===== src/ftpp_pkg.sv =====
// Package: shared types, constants and tables for the FTP command line parser.
`timescale 1ns / 1ps
package ftpp_pkg;

   localparam int NCMD = 22;
   localparam int ARG_MAX_LEN_DEF = 255;
   localparam int OFFSET_BITS_DEF = 63;
   localparam int OFS_W = 63;

   localparam logic [7:0] CH_LF    = 8'd10;
   localparam logic [7:0] CH_SPACE = 8'd32;
   localparam logic [7:0] CH_COMMA = 8'd44;

   localparam logic [4:0] CMD_PORT = 5'd6;
   localparam logic [4:0] CMD_TYPE = 5'd8;
   localparam logic [4:0] CMD_REST = 5'd19;

   localparam logic [1:0] ST_OK    = 2'd0;
   localparam logic [1:0] ST_UNREC = 2'd1;
   localparam logic [1:0] ST_PARAM = 2'd2;

   localparam logic KIND_STR = 1'b0;
   localparam logic KIND_VERDICT = 1'b1;

   typedef enum logic [2:0] {
      K_NONE, K_STR, K_OPT, K_HP, K_TYPE, K_STRU, K_MODE, K_OFS
   } arg_kind_type;

   typedef enum logic [4:0] {
      PH_NAME, PH_SKIP, PH_EOL, PH_SPACE, PH_OPT, PH_STR, PH_P_FIRST, PH_P_MORE,
      PH_T_LETTER, PH_T_AE, PH_T_FMT, PH_L_FIRST, PH_L_MORE, PH_STRU, PH_MODE,
      PH_R_FIRST, PH_R_MORE
   } phase_type;

   // result word handed from the step logic to the output register
   typedef struct packed {
      logic              item_kind;
      logic [7:0]        arg_byte;
      logic [1:0]        status;
      logic [4:0]        command_code;
      logic [1:0]        arg_count;
      logic [7:0]        first_letter;
      logic [7:0]        second_letter;
      logic [7:0]        byte_size;
      logic [31:0]       host_address;
      logic [15:0]       port_number;
      logic [OFS_W-1:0]  rest_offset;
      logic              line_end;
   } rsp_word_type;

   function automatic logic [7:0] name_char(input logic [4:0] i, input logic [1:0] p);
      logic [31:0] n;
      unique case (i)
         5'd0:  n = "AUTH";
         5'd1:  n = "USER";
         5'd2:  n = "PASS";
         5'd3:  n = {"CWD", 8'd0};
         5'd4:  n = "CDUP";
         5'd5:  n = "QUIT";
         5'd6:  n = "PORT";
         5'd7:  n = "PASV";
         5'd8:  n = "TYPE";
         5'd9:  n = "STRU";
         5'd10: n = "MODE";
         5'd11: n = "RETR";
         5'd12: n = "STOR";
         5'd13: n = {"PWD", 8'd0};
         5'd14: n = "LIST";
         5'd15: n = "NLST";
         5'd16: n = "SYST";
         5'd17: n = "HELP";
         5'd18: n = "NOOP";
         5'd19: n = "REST";
         5'd20: n = "SIZE";
         5'd21: n = "MDTM";
         default: n = '0;
      endcase
      return n[8*(3-p) +: 8];
   endfunction

   function automatic logic [2:0] name_len(input logic [4:0] i);
      return (i == 5'd3 || i == 5'd13) ? 3'd3 : 3'd4;
   endfunction

   function automatic arg_kind_type cmd_kind(input logic [4:0] i);
      arg_kind_type k;
      unique case (i)
         5'd0, 5'd1, 5'd2, 5'd3, 5'd11, 5'd12, 5'd20, 5'd21: k = K_STR;
         5'd14, 5'd15, 5'd17: k = K_OPT;
         5'd6:  k = K_HP;
         5'd8:  k = K_TYPE;
         5'd9:  k = K_STRU;
         5'd10: k = K_MODE;
         5'd19: k = K_OFS;
         default: k = K_NONE;
      endcase
      return k;
   endfunction

   function automatic logic [7:0] upcase(input logic [7:0] c);
      return (c >= "a" && c <= "z") ? c - 8'd32 : c;
   endfunction

   function automatic logic is_digit(input logic [7:0] c);
      return c >= "0" && c <= "9";
   endfunction

endpackage


===== src/ftpp_name_match.sv =====
// Command name matcher: narrows the candidate set by one name byte.
`timescale 1ns / 1ps
module ftpp_name_match (
   input  logic [ftpp_pkg::NCMD-1:0] mask_cur,
   input  logic [1:0]                position,
   input  logic [7:0]                upper_byte,
   output logic [ftpp_pkg::NCMD-1:0] mask_next,
   output logic                      hit,
   output logic [4:0]                hit_code
);
   import ftpp_pkg::*;

   logic [NCMD-1:0] full;

   always_comb begin
      for (int i = 0; i < NCMD; i++) begin
         mask_next[i] = mask_cur[i] && ({1'b0, position} < name_len(5'(i))) &&
                        (name_char(5'(i), position) == upper_byte);
         full[i] = mask_next[i] && (name_len(5'(i)) == {1'b0, position} + 3'd1);
      end
   end

   // lowest-index full match wins
   always_comb begin
      hit = 1'b0;
      hit_code = '0;
      for (int i = NCMD - 1; i >= 0; i--) begin
         if (full[i]) begin
            hit = 1'b1;
            hit_code = 5'(i);
         end
      end
   end

endmodule


===== src/ftpp_step.sv =====
// Per-byte parser state machine with its registered state.
`timescale 1ns / 1ps
module ftpp_step #(
   parameter int ARG_MAX_LEN = ftpp_pkg::ARG_MAX_LEN_DEF,
   parameter int OFFSET_BITS = ftpp_pkg::OFFSET_BITS_DEF
) (
   input  logic                  clock,
   input  logic                  reset,
   input  logic                  take,
   input  logic [7:0]            data_byte,
   output logic                  has_rsp,
   output ftpp_pkg::rsp_word_type rsp
);
   import ftpp_pkg::*;

   localparam logic [OFS_W-1:0] MAX_OFS = OFS_W'((65'd1 << OFFSET_BITS) - 65'd1);
   localparam logic [OFS_W-1:0] MAX_TEN = MAX_OFS / 10;
   localparam logic [3:0]       MAX_REM = 4'(MAX_OFS % 10);
   localparam logic [11:0]      STR_MAX = 12'(ARG_MAX_LEN);

   phase_type          phase_ff, phase_in;
   logic [1:0]         pos_ff, pos_in;
   logic [NCMD-1:0]    mask_ff, mask_in;
   logic [4:0]         cmd_ff, cmd_in;
   logic [1:0]         err_ff, err_in;
   logic [OFS_W-1:0]   acc_ff, acc_in;
   logic [2:0]         oct_ff, oct_in;
   logic [31:0]        addr_ff, addr_in;
   logic [15:0]        port_ff, port_in;
   logic [7:0]         let1_ff, let1_in;
   logic [7:0]         let2_ff, let2_in;
   logic [11:0]        slen_ff, slen_in;
   logic [1:0]         args_ff, args_in;

   logic [7:0]         up;
   logic [3:0]         dig;
   logic               is_lf;
   logic [NCMD-1:0]    mask_nx;
   logic               hit;
   logic [4:0]         hit_code;
   logic [OFS_W-1:0]   acc_x10;
   logic               small_ok;
   logic               ofs_ok;
   logic               start;
   logic               vfire;
   logic [1:0]         vstat;
   logic [1:0]         vargs;

   ftpp_name_match u_match (
      .mask_cur   (mask_ff),
      .position   (pos_ff),
      .upper_byte (up),
      .mask_next  (mask_nx),
      .hit        (hit),
      .hit_code   (hit_code)
   );

   assign up      = upcase(data_byte);
   assign dig     = data_byte[3:0] - 4'd0;
   assign is_lf   = data_byte == CH_LF;
   assign acc_x10 = (acc_ff << 3) + (acc_ff << 1);
   assign small_ok = (acc_ff[OFS_W-1:8] == '0) &&
                     ({4'b0, acc_ff[7:0]} * 12'd10 + 12'(dig) <= 12'd255);
   assign ofs_ok   = (acc_ff < MAX_TEN) || (acc_ff == MAX_TEN && dig <= MAX_REM);

   always_comb begin
      phase_in = phase_ff; pos_in = pos_ff; mask_in = mask_ff; cmd_in = cmd_ff;
      err_in = err_ff; acc_in = acc_ff; oct_in = oct_ff; addr_in = addr_ff;
      port_in = port_ff; let1_in = let1_ff; let2_in = let2_ff;
      slen_in = slen_ff; args_in = args_ff;
      vfire = 1'b0; vstat = ST_OK; vargs = args_ff;
      has_rsp = 1'b0;
      rsp = '0;

      unique case (phase_ff)
         PH_NAME: begin
            mask_in = mask_nx;
            if (mask_nx == '0) begin
               if (is_lf) begin vfire = 1'b1; vstat = ST_UNREC; end
               else begin phase_in = PH_SKIP; err_in = ST_UNREC; end
            end else if (hit) begin
               cmd_in = hit_code;
               unique case (cmd_kind(hit_code))
                  K_NONE:  phase_in = PH_EOL;
                  K_OPT:   phase_in = PH_OPT;
                  default: phase_in = PH_SPACE;
               endcase
            end else begin
               pos_in = pos_ff + 2'd1;
            end
         end
         PH_SKIP: begin
            if (is_lf) begin vfire = 1'b1; vstat = err_ff; end
         end
         PH_EOL: begin
            if (is_lf) vfire = 1'b1;
            else begin phase_in = PH_SKIP; err_in = ST_PARAM; end
         end
         PH_SPACE: begin
            if (data_byte == CH_SPACE) begin
               unique case (cmd_kind(cmd_ff))
                  K_STR:   phase_in = PH_STR;
                  K_HP:    phase_in = PH_P_FIRST;
                  K_TYPE:  phase_in = PH_T_LETTER;
                  K_STRU:  phase_in = PH_STRU;
                  K_MODE:  phase_in = PH_MODE;
                  default: phase_in = PH_R_FIRST;
               endcase
            end else if (is_lf) begin vfire = 1'b1; vstat = ST_PARAM; end
            else begin phase_in = PH_SKIP; err_in = ST_PARAM; end
         end
         PH_OPT: begin
            if (is_lf) vfire = 1'b1;
            else if (data_byte == CH_SPACE) phase_in = PH_STR;
            else begin phase_in = PH_SKIP; err_in = ST_PARAM; end
         end
         PH_STR: begin
            if (is_lf) begin vfire = 1'b1; vargs = 2'd1; end
            else if (data_byte == 8'd0 || slen_ff >= STR_MAX) begin
               phase_in = PH_SKIP; err_in = ST_PARAM;
            end else begin
               slen_in = slen_ff + 12'd1;
               has_rsp = 1'b1;
               rsp.item_kind = KIND_STR;
               rsp.arg_byte = data_byte;
               rsp.command_code = cmd_ff;
            end
         end
         PH_P_FIRST, PH_L_FIRST, PH_R_FIRST: begin
            if (!is_digit(data_byte)) begin
               if (is_lf) begin vfire = 1'b1; vstat = ST_PARAM; end
               else begin phase_in = PH_SKIP; err_in = ST_PARAM; end
            end else begin
               acc_in = OFS_W'(dig);
               phase_in = (phase_ff == PH_P_FIRST) ? PH_P_MORE :
                          (phase_ff == PH_L_FIRST) ? PH_L_MORE : PH_R_MORE;
            end
         end
         PH_P_MORE, PH_L_MORE, PH_R_MORE: begin
            if (is_digit(data_byte)) begin
               if ((phase_ff == PH_R_MORE) ? ofs_ok : small_ok)
                  acc_in = acc_x10 + OFS_W'(dig);
               else begin phase_in = PH_SKIP; err_in = ST_PARAM; end
            end else if (phase_ff == PH_P_MORE && data_byte == CH_COMMA &&
                         oct_ff < 3'd5) begin
               if (oct_ff < 3'd4) addr_in = {addr_ff[23:0], acc_ff[7:0]};
               else port_in = {port_ff[7:0], acc_ff[7:0]};
               oct_in = oct_ff + 3'd1;
               acc_in = '0;
               phase_in = PH_P_FIRST;
            end else if (is_lf && (phase_ff != PH_P_MORE || oct_ff == 3'd5)) begin
               vfire = 1'b1;
               if (phase_ff == PH_P_MORE) begin
                  port_in = {port_ff[7:0], acc_ff[7:0]};
                  vargs = 2'd1;
               end else begin
                  vargs = (phase_ff == PH_L_MORE) ? 2'd2 : 2'd1;
               end
            end else if (is_lf) begin vfire = 1'b1; vstat = ST_PARAM; end
            else begin phase_in = PH_SKIP; err_in = ST_PARAM; end
         end
         PH_T_LETTER: begin
            if (up == "A" || up == "E") begin
               let1_in = up; args_in = 2'd1; phase_in = PH_T_AE;
            end else if (up == "I") begin
               let1_in = up; args_in = 2'd1; phase_in = PH_EOL;
            end else if (up == "L") begin
               let1_in = up; phase_in = PH_L_FIRST;
            end else if (is_lf) begin vfire = 1'b1; vstat = ST_PARAM; end
            else begin phase_in = PH_SKIP; err_in = ST_PARAM; end
         end
         PH_T_AE: begin
            if (is_lf) vfire = 1'b1;
            else if (data_byte == CH_SPACE) phase_in = PH_T_FMT;
            else begin phase_in = PH_SKIP; err_in = ST_PARAM; end
         end
         PH_T_FMT: begin
            if (up == "N" || up == "T" || up == "C") begin
               let2_in = up; args_in = 2'd2; phase_in = PH_EOL;
            end else if (is_lf) begin vfire = 1'b1; vstat = ST_PARAM; end
            else begin phase_in = PH_SKIP; err_in = ST_PARAM; end
         end
         PH_STRU, PH_MODE: begin
            if ((phase_ff == PH_STRU && (up == "F" || up == "R" || up == "P")) ||
                (phase_ff == PH_MODE && (up == "S" || up == "B" || up == "C"))) begin
               let1_in = up; args_in = 2'd1; phase_in = PH_EOL;
            end else if (is_lf) begin vfire = 1'b1; vstat = ST_PARAM; end
            else begin phase_in = PH_SKIP; err_in = ST_PARAM; end
         end
         default: begin
            phase_in = PH_SKIP; err_in = ST_PARAM;
         end
      endcase

      if (vfire) begin
         has_rsp = 1'b1;
         rsp = '0;
         rsp.item_kind = KIND_VERDICT;
         rsp.line_end = 1'b1;
         rsp.status = vstat;
         if (vstat != ST_UNREC) rsp.command_code = cmd_ff;
         if (vstat == ST_OK) begin
            rsp.arg_count = vargs;
            rsp.first_letter = let1_ff;
            rsp.second_letter = let2_ff;
            if (cmd_ff == CMD_TYPE && let1_ff == "L") rsp.byte_size = acc_ff[7:0];
            if (cmd_ff == CMD_PORT) begin
               rsp.host_address = addr_ff;
               rsp.port_number = port_in;
            end
            if (cmd_ff == CMD_REST) rsp.rest_offset = acc_ff;
         end
      end
   end

   assign start = reset || (take && vfire);

   always_ff @(posedge clock) begin
      if (start) begin
         phase_ff <= PH_NAME; pos_ff <= '0; mask_ff <= '1; cmd_ff <= '0;
         err_ff <= '0; acc_ff <= '0; oct_ff <= '0; addr_ff <= '0;
         port_ff <= '0; let1_ff <= '0; let2_ff <= '0; slen_ff <= '0;
         args_ff <= '0;
      end else if (take) begin
         phase_ff <= phase_in; pos_ff <= pos_in; mask_ff <= mask_in;
         cmd_ff <= cmd_in; err_ff <= err_in; acc_ff <= acc_in;
         oct_ff <= oct_in; addr_ff <= addr_in; port_ff <= port_in;
         let1_ff <= let1_in; let2_ff <= let2_in; slen_ff <= slen_in;
         args_ff <= args_in;
      end
   end

endmodule


===== src/ftp_command_line_parser_unit.sv =====
// Top level of the FTP command line parser: input register, parser, result register.
// Usage:
//  - req_valid/req_stall carry one byte (req_data_byte) of a control line per
//    word; a line ends with byte 10.
//  - rsp_valid/rsp_stall carry result words: one per string argument byte
//    (rsp_item_kind 0) and one verdict per line (rsp_item_kind 1).
//  - Path: a byte is captured in the input register, parsed combinationally
//    once the result register can take its result, and that result is
//    loaded into the result register, which drives rsp_valid.
//  - Throughput: one byte per cycle, set by the single parse step between
//    the input and result registers, unless rsp_stall holds the result register full.
//  - When rsp_stall holds the result register full, the input register
//    still takes one more byte; after that req_stall rises until the
//    result word is taken.
//  - Reset (synchronous, active high) clears both registers' valid flags and
//    returns the parser to the start of a line.
`timescale 1ns / 1ps
module ftp_command_line_parser_unit #(
   parameter int ARG_MAX_LEN = ftpp_pkg::ARG_MAX_LEN_DEF,
   parameter int OFFSET_BITS = ftpp_pkg::OFFSET_BITS_DEF
) (
   input  logic                       clock,
   input  logic                       reset,
   input  logic                       req_valid,
   output logic                       req_stall,
   input  logic [7:0]                 req_data_byte,
   output logic                       rsp_valid,
   input  logic                       rsp_stall,
   output logic                       rsp_item_kind,
   output logic [7:0]                 rsp_arg_byte,
   output logic [1:0]                 rsp_status,
   output logic [4:0]                 rsp_command_code,
   output logic [1:0]                 rsp_arg_count,
   output logic [7:0]                 rsp_first_letter,
   output logic [7:0]                 rsp_second_letter,
   output logic [7:0]                 rsp_byte_size,
   output logic [31:0]                rsp_host_address,
   output logic [15:0]                rsp_port_number,
   output logic [ftpp_pkg::OFS_W-1:0] rsp_rest_offset,
   output logic                       rsp_line_end
);
   import ftpp_pkg::*;

   logic         in_vld_ff;
   logic [7:0]   in_byte_ff;
   logic         out_vld_ff;
   rsp_word_type out_ff;
   logic         take;
   logic         has_rsp;
   rsp_word_type rsp_w;

   // the parse step fires when the result register can take whatever it gives
   assign take      = in_vld_ff && (!out_vld_ff || !rsp_stall);
   assign req_stall = in_vld_ff && !take;

   ftpp_step #(.ARG_MAX_LEN(ARG_MAX_LEN), .OFFSET_BITS(OFFSET_BITS)) u_step (
      .clock     (clock),
      .reset     (reset),
      .take      (take),
      .data_byte (in_byte_ff),
      .has_rsp   (has_rsp),
      .rsp       (rsp_w)
   );

   always_ff @(posedge clock) begin
      if (reset) begin
         in_vld_ff  <= 1'b0;
         out_vld_ff <= 1'b0;
      end else begin
         if (!req_stall) in_vld_ff <= req_valid;
         if (take) out_vld_ff <= has_rsp;
         else if (!rsp_stall) out_vld_ff <= 1'b0;
      end
      if (!req_stall && req_valid) in_byte_ff <= req_data_byte;
      if (take && has_rsp) out_ff <= rsp_w;
   end

   assign rsp_valid         = out_vld_ff;
   assign rsp_item_kind     = out_ff.item_kind;
   assign rsp_arg_byte      = out_ff.arg_byte;
   assign rsp_status        = out_ff.status;
   assign rsp_command_code  = out_ff.command_code;
   assign rsp_arg_count     = out_ff.arg_count;
   assign rsp_first_letter  = out_ff.first_letter;
   assign rsp_second_letter = out_ff.second_letter;
   assign rsp_byte_size     = out_ff.byte_size;
   assign rsp_host_address  = out_ff.host_address;
   assign rsp_port_number   = out_ff.port_number;
   assign rsp_rest_offset   = out_ff.rest_offset;
   assign rsp_line_end      = out_ff.line_end;

endmodule


===== config.mk =====
export PLATFORM = sky130hd
export DESIGN_NAME = ftp_command_line_parser_unit
export DESIGN_NICKNAME = d
export VERILOG_FILES = /design/src/ftpp_pkg.sv /design/src/ftpp_name_match.sv /design/src/ftpp_step.sv /design/src/ftp_command_line_parser_unit.sv
export SDC_FILE = /design/constraint.sdc
export NUM_CORES = 1
export LEC_CHECK = 0
export ABC_AREA = 1
export BUFFER_PORTS_ARGS = -buffer_cell sky130_fd_sc_hd__buf_2
export CAP_MARGIN = 20
export CELL_PAD_IN_SITES_DETAIL_PLACEMENT = 1
export CELL_PAD_IN_SITES_GLOBAL_PLACEMENT = 2
export CORE_ASPECT_RATIO = 1.75
export CORE_MARGIN = 4
export CORE_UTILIZATION = 40
export CTS_BUF_LIST = sky130_fd_sc_hd__clkbuf_2
export DETAILED_ROUTE_END_ITERATION = 16
export GPL_ROUTABILITY_DRIVEN = 0
export PLACE_DENSITY = 0.95
export RECOVER_POWER = 50
export SETUP_SLACK_MARGIN = 0.2
export SYNTH_ARGS = -nofsm -noshare
export SYNTH_HDL_FRONTEND = slang
export SYNTH_HIERARCHICAL = 1
export SYNTH_SLANG_ARGS = --single-unit

===== constraint.sdc =====
create_clock -name clock -period 21.6 [get_ports clock]
set_input_delay 1.08 -clock clock [delete_from_list [all_inputs] [get_ports clock]]
set_output_delay 1.08 -clock clock [all_outputs]
set_load 0.02 [all_outputs]

==> flow_summary.ini <==
[worst_setup_path]
path_class = flop to flop
arrival_ns = 8.41
cpMostUsedCell = nand3_1
cp_slowest_cell = a21oi_1
cp.required_ns = 22.50
path_buf_inv = 2
critPathMaxFanout = 36
path_cells = nor2_1 -> nor2_4 -> nand3_1 -> nand3_1 -> nand2_1 -> inv_1 -> nand2_1 -> nor2_1 -> nand3_1 -> nor2_1 -> inv_1 -> nor4b_1 -> or2_2 -> nor4_1 -> nand2_1 -> nor2_1 -> nand3_1 -> nand4_1 -> a21oi_1 -> nand2_1 -> nor2_1 -> nand3_1 -> nand3_1
startpoint_type = flop
end_kind = flop
cp_top_family = simple AND/OR/NAND/NOR gates
critPathMaxStageDelay_ns = 2.21

[timing]
setup_tns_ns = 0
period_share_pct = 34.80
fin_crit_ns = 7.516
tightestPinTransition_ns = 2.988
finalSetupViolCount = 0
fin_skew_ns = 0.1316
slew_violations = 184
fmax_mhz = 133.0
slew_headroom_pct = -99.18
rsz0062_at_grt = false
finalHoldViolCount = 0
timing.hold.ws_ns = 0.3160
setup_slack_ns = 14.08

[clocking]
cts-root-buf = clkbuf_2
postCtsSetupRepairBufs = 0
clk_latency_ns = 1.09
cts_buffers = 83
path_clk_slew_ns = 0.11
cts_hold_buf = 0
htreeDepth = 3
clock-sinks = 347
cts_buffer_depth = 3
ctsResizeCount = 0
cts_tree = built

[floorplan]
die_h_um = 323.3
fp-row-count = 115
initial_core_util_pct = 40.40
dieArea_um2 = 60840
die_x_um = 188.2
ioPinCount = 168
core_um2 = 56260

[cells_and_area]
final_common_cell = nand2_1
area_growth_pct = 8.016
nets = 3397
fillerInstances = 7336
drive_above_1_share_pct = 9.499
final_cell_mix = nand2_1, nor2_1, inv_1
utilization_pct = 43.63
fin_cells = 4078

[placed_design]
dp_cells = 3920
port_buffers = 167
dp_slack_ns = 15.74
dp_hpwl_um = 67140

[yosys]
synth_nets = 3231
async_reset_ff_share_pct = 0
ys_warn_count = 6
ys_seq_elements = 347
synth_area_um2 = 22730
syn_inst = 3080
synth.distinct_cells = 63
synth_seq_area_share_pct = 37.70
yosys_most_used_dff = dfxtp_1
syn_area_per_cell_um2 = 7.379
synth-edff-count = 162

[global_routing]
grt_pass1_wl_um = 132300
antenna_found_initial = 1
track_usage_pct = 27.42
gr-total-overflow = 0
grt_pass1_vias = 24430
grt_start_max_net_pins = 81

[drt]
firstDrtPassIters = 5
routed_wirelength_um = 85880
vias_per_cell = 5.616
drc_errors = 0
wl_per_cell_um = 21.06
ant_nets = 0
drtIter0Drc = 1143
route.vias.total = 22900

[worst_hold_path]
hp-class = input pin to flop

[power]
p_int_mw = 0.8776
power_frac_comb_pct = 5.9
p_sw_mw = 0.3489
clkPwrFrac_pct = 37.2
power.density_nw_per_um2 = 49.96
p_sw_share_pct = 28.45
ir_drop_uv = 23.75
p_leak_nw = 9.234
seqPwrFrac_pct = 56.9

[flow_run]
maxCapViolations = 4

[outcome]
status = complete, but fails checks
violations = max-capacitance violations, max-slew violations
[layout make-up]
class                      instances  area (µm²)  area share (%)
antenna                            2       5.005         0.02039
clock buffer                     110       550.5           2.243
clock inverter                    45       257.7           1.050
inverter                         310        1167           4.755
multi-input combinational       2320       12290           50.05
sequential                       347        8568           34.90
tap                              760       950.9           3.874
timing repair buffer             184       763.2           3.109
[metrics by stage]
step                      total power, mW  instance area (µm²)
after floorplan                    0.7624                22730
after global placement             0.7845                24020
after detailed placement           0.7868                24020
after CTS                           1.251                24830
after global routing                1.285                24550
final                               1.226                24550
[state kept, by name, indices dropped and copies added (netlist names), 3 cells and up, named ones only]
name	cells
rsp_second_letter	8
u_step/oct_ff	3
u_step/let1_ff	8
rsp_byte_size	8
u_step/addr_ff	32
u_step/port_ff	16
u_step/cmd_ff	5
rsp_first_letter	8
in_byte_ff	8
rsp_arg_byte	8
rsp_command_code	5
u_step/let2_ff	8
rsp_port_number	16
u_step/mask_ff	22
rsp_rest_offset	63
rsp_host_address	32
u_step/acc_ff	63
u_step/slen_ff	12
u_step/phase_ff	5
[cell families (layout without fill, tap and decap cells)]
logic type | after synthesis | in the layout | synth area share (%)
and+or+nand+nor | 1576 | 1576 | 30.90
AOI/OAI and AO/OA | 544 | 544 | 13.15
xor gates and xnor gates | 61 | 61 | 2.499
other | 0 | 2 | 0
adders and majority gates | 139 | 139 | 7.785
DFF | 347 | 347 | 37.70
buffers and inverters | 413 | 649 | 7.966
[cells in the mapped netlist (all sizes together), types with 11 or more instances]
| cell | number | share of area, % |
|---|---|---|
| ha | 135 | 7.4 |
| o211ai | 18 | 0.59 |
| inv | 309 | 5.1 |
| a31oi | 11 | 0.30 |
| xor2 | 36 | 1.4 |
| clkbuf | 42 | 0.69 |
| nand3b | 13 | 0.43 |
| o21ai | 171 | 3.8 |
| a21o | 15 | 0.50 |
| nor2 | 520 | 10 |
| nand3 | 152 | 3.6 |
| dfxtp | 185 | 16 |
| xnor2 | 25 | 1.1 |
| nor4 | 39 | 1.1 |
| or2 | 14 | 0.39 |
| nand2 | 712 | 12 |
| a21oi | 282 | 6.3 |
| edfxtp | 162 | 21 |
| nor3 | 53 | 1.3 |
| nand4 | 55 | 1.5 |
| buf | 61 | 2.1 |
[power by group through the flow]
stage | sequential [mW] | combinational, mW | clock (mW)
global placement | 0.713 | 0.0718 | 0
CTS | 0.698 | 0.0739 | 0.478
finish | 0.698 | 0.0720 | 0.456
floorplan | 0.711 | 0.0510 | 0
global route | 0.699 | 0.0786 | 0.507
detailed placement | 0.713 | 0.0736 | 0
[final timing paths]
path / slack [ns] / cells after the start / end / from
hold reg to reg: 0.44 / 2 / u_step/slen_ff[8] / u_step/slen_ff[8]
hold / removal: 0.32 / 2 / in_vld_ff / reset
setup / recovery: 14.08 / 23 / flop / in_byte_ff[2]
setup reg to reg: 14.08 / 23 / flop / in_byte_ff[2]
[routing by layer]
| layer | vias to the layer above | share of wire (%) | global-route usage (%) |
|---|---|---|---|
| li1 | 10680 | - | - |
| met1 | 11180 | 35 | 26.95 |
| met2 | 720 | 53 | 52.41 |
| met3 | 321 | 4.0 | 3.207 |
| met4 | 0 | 8.3 | 20.06 |
| met5 | - | 0 | 0 |
(Power assumes the default switching activity.)
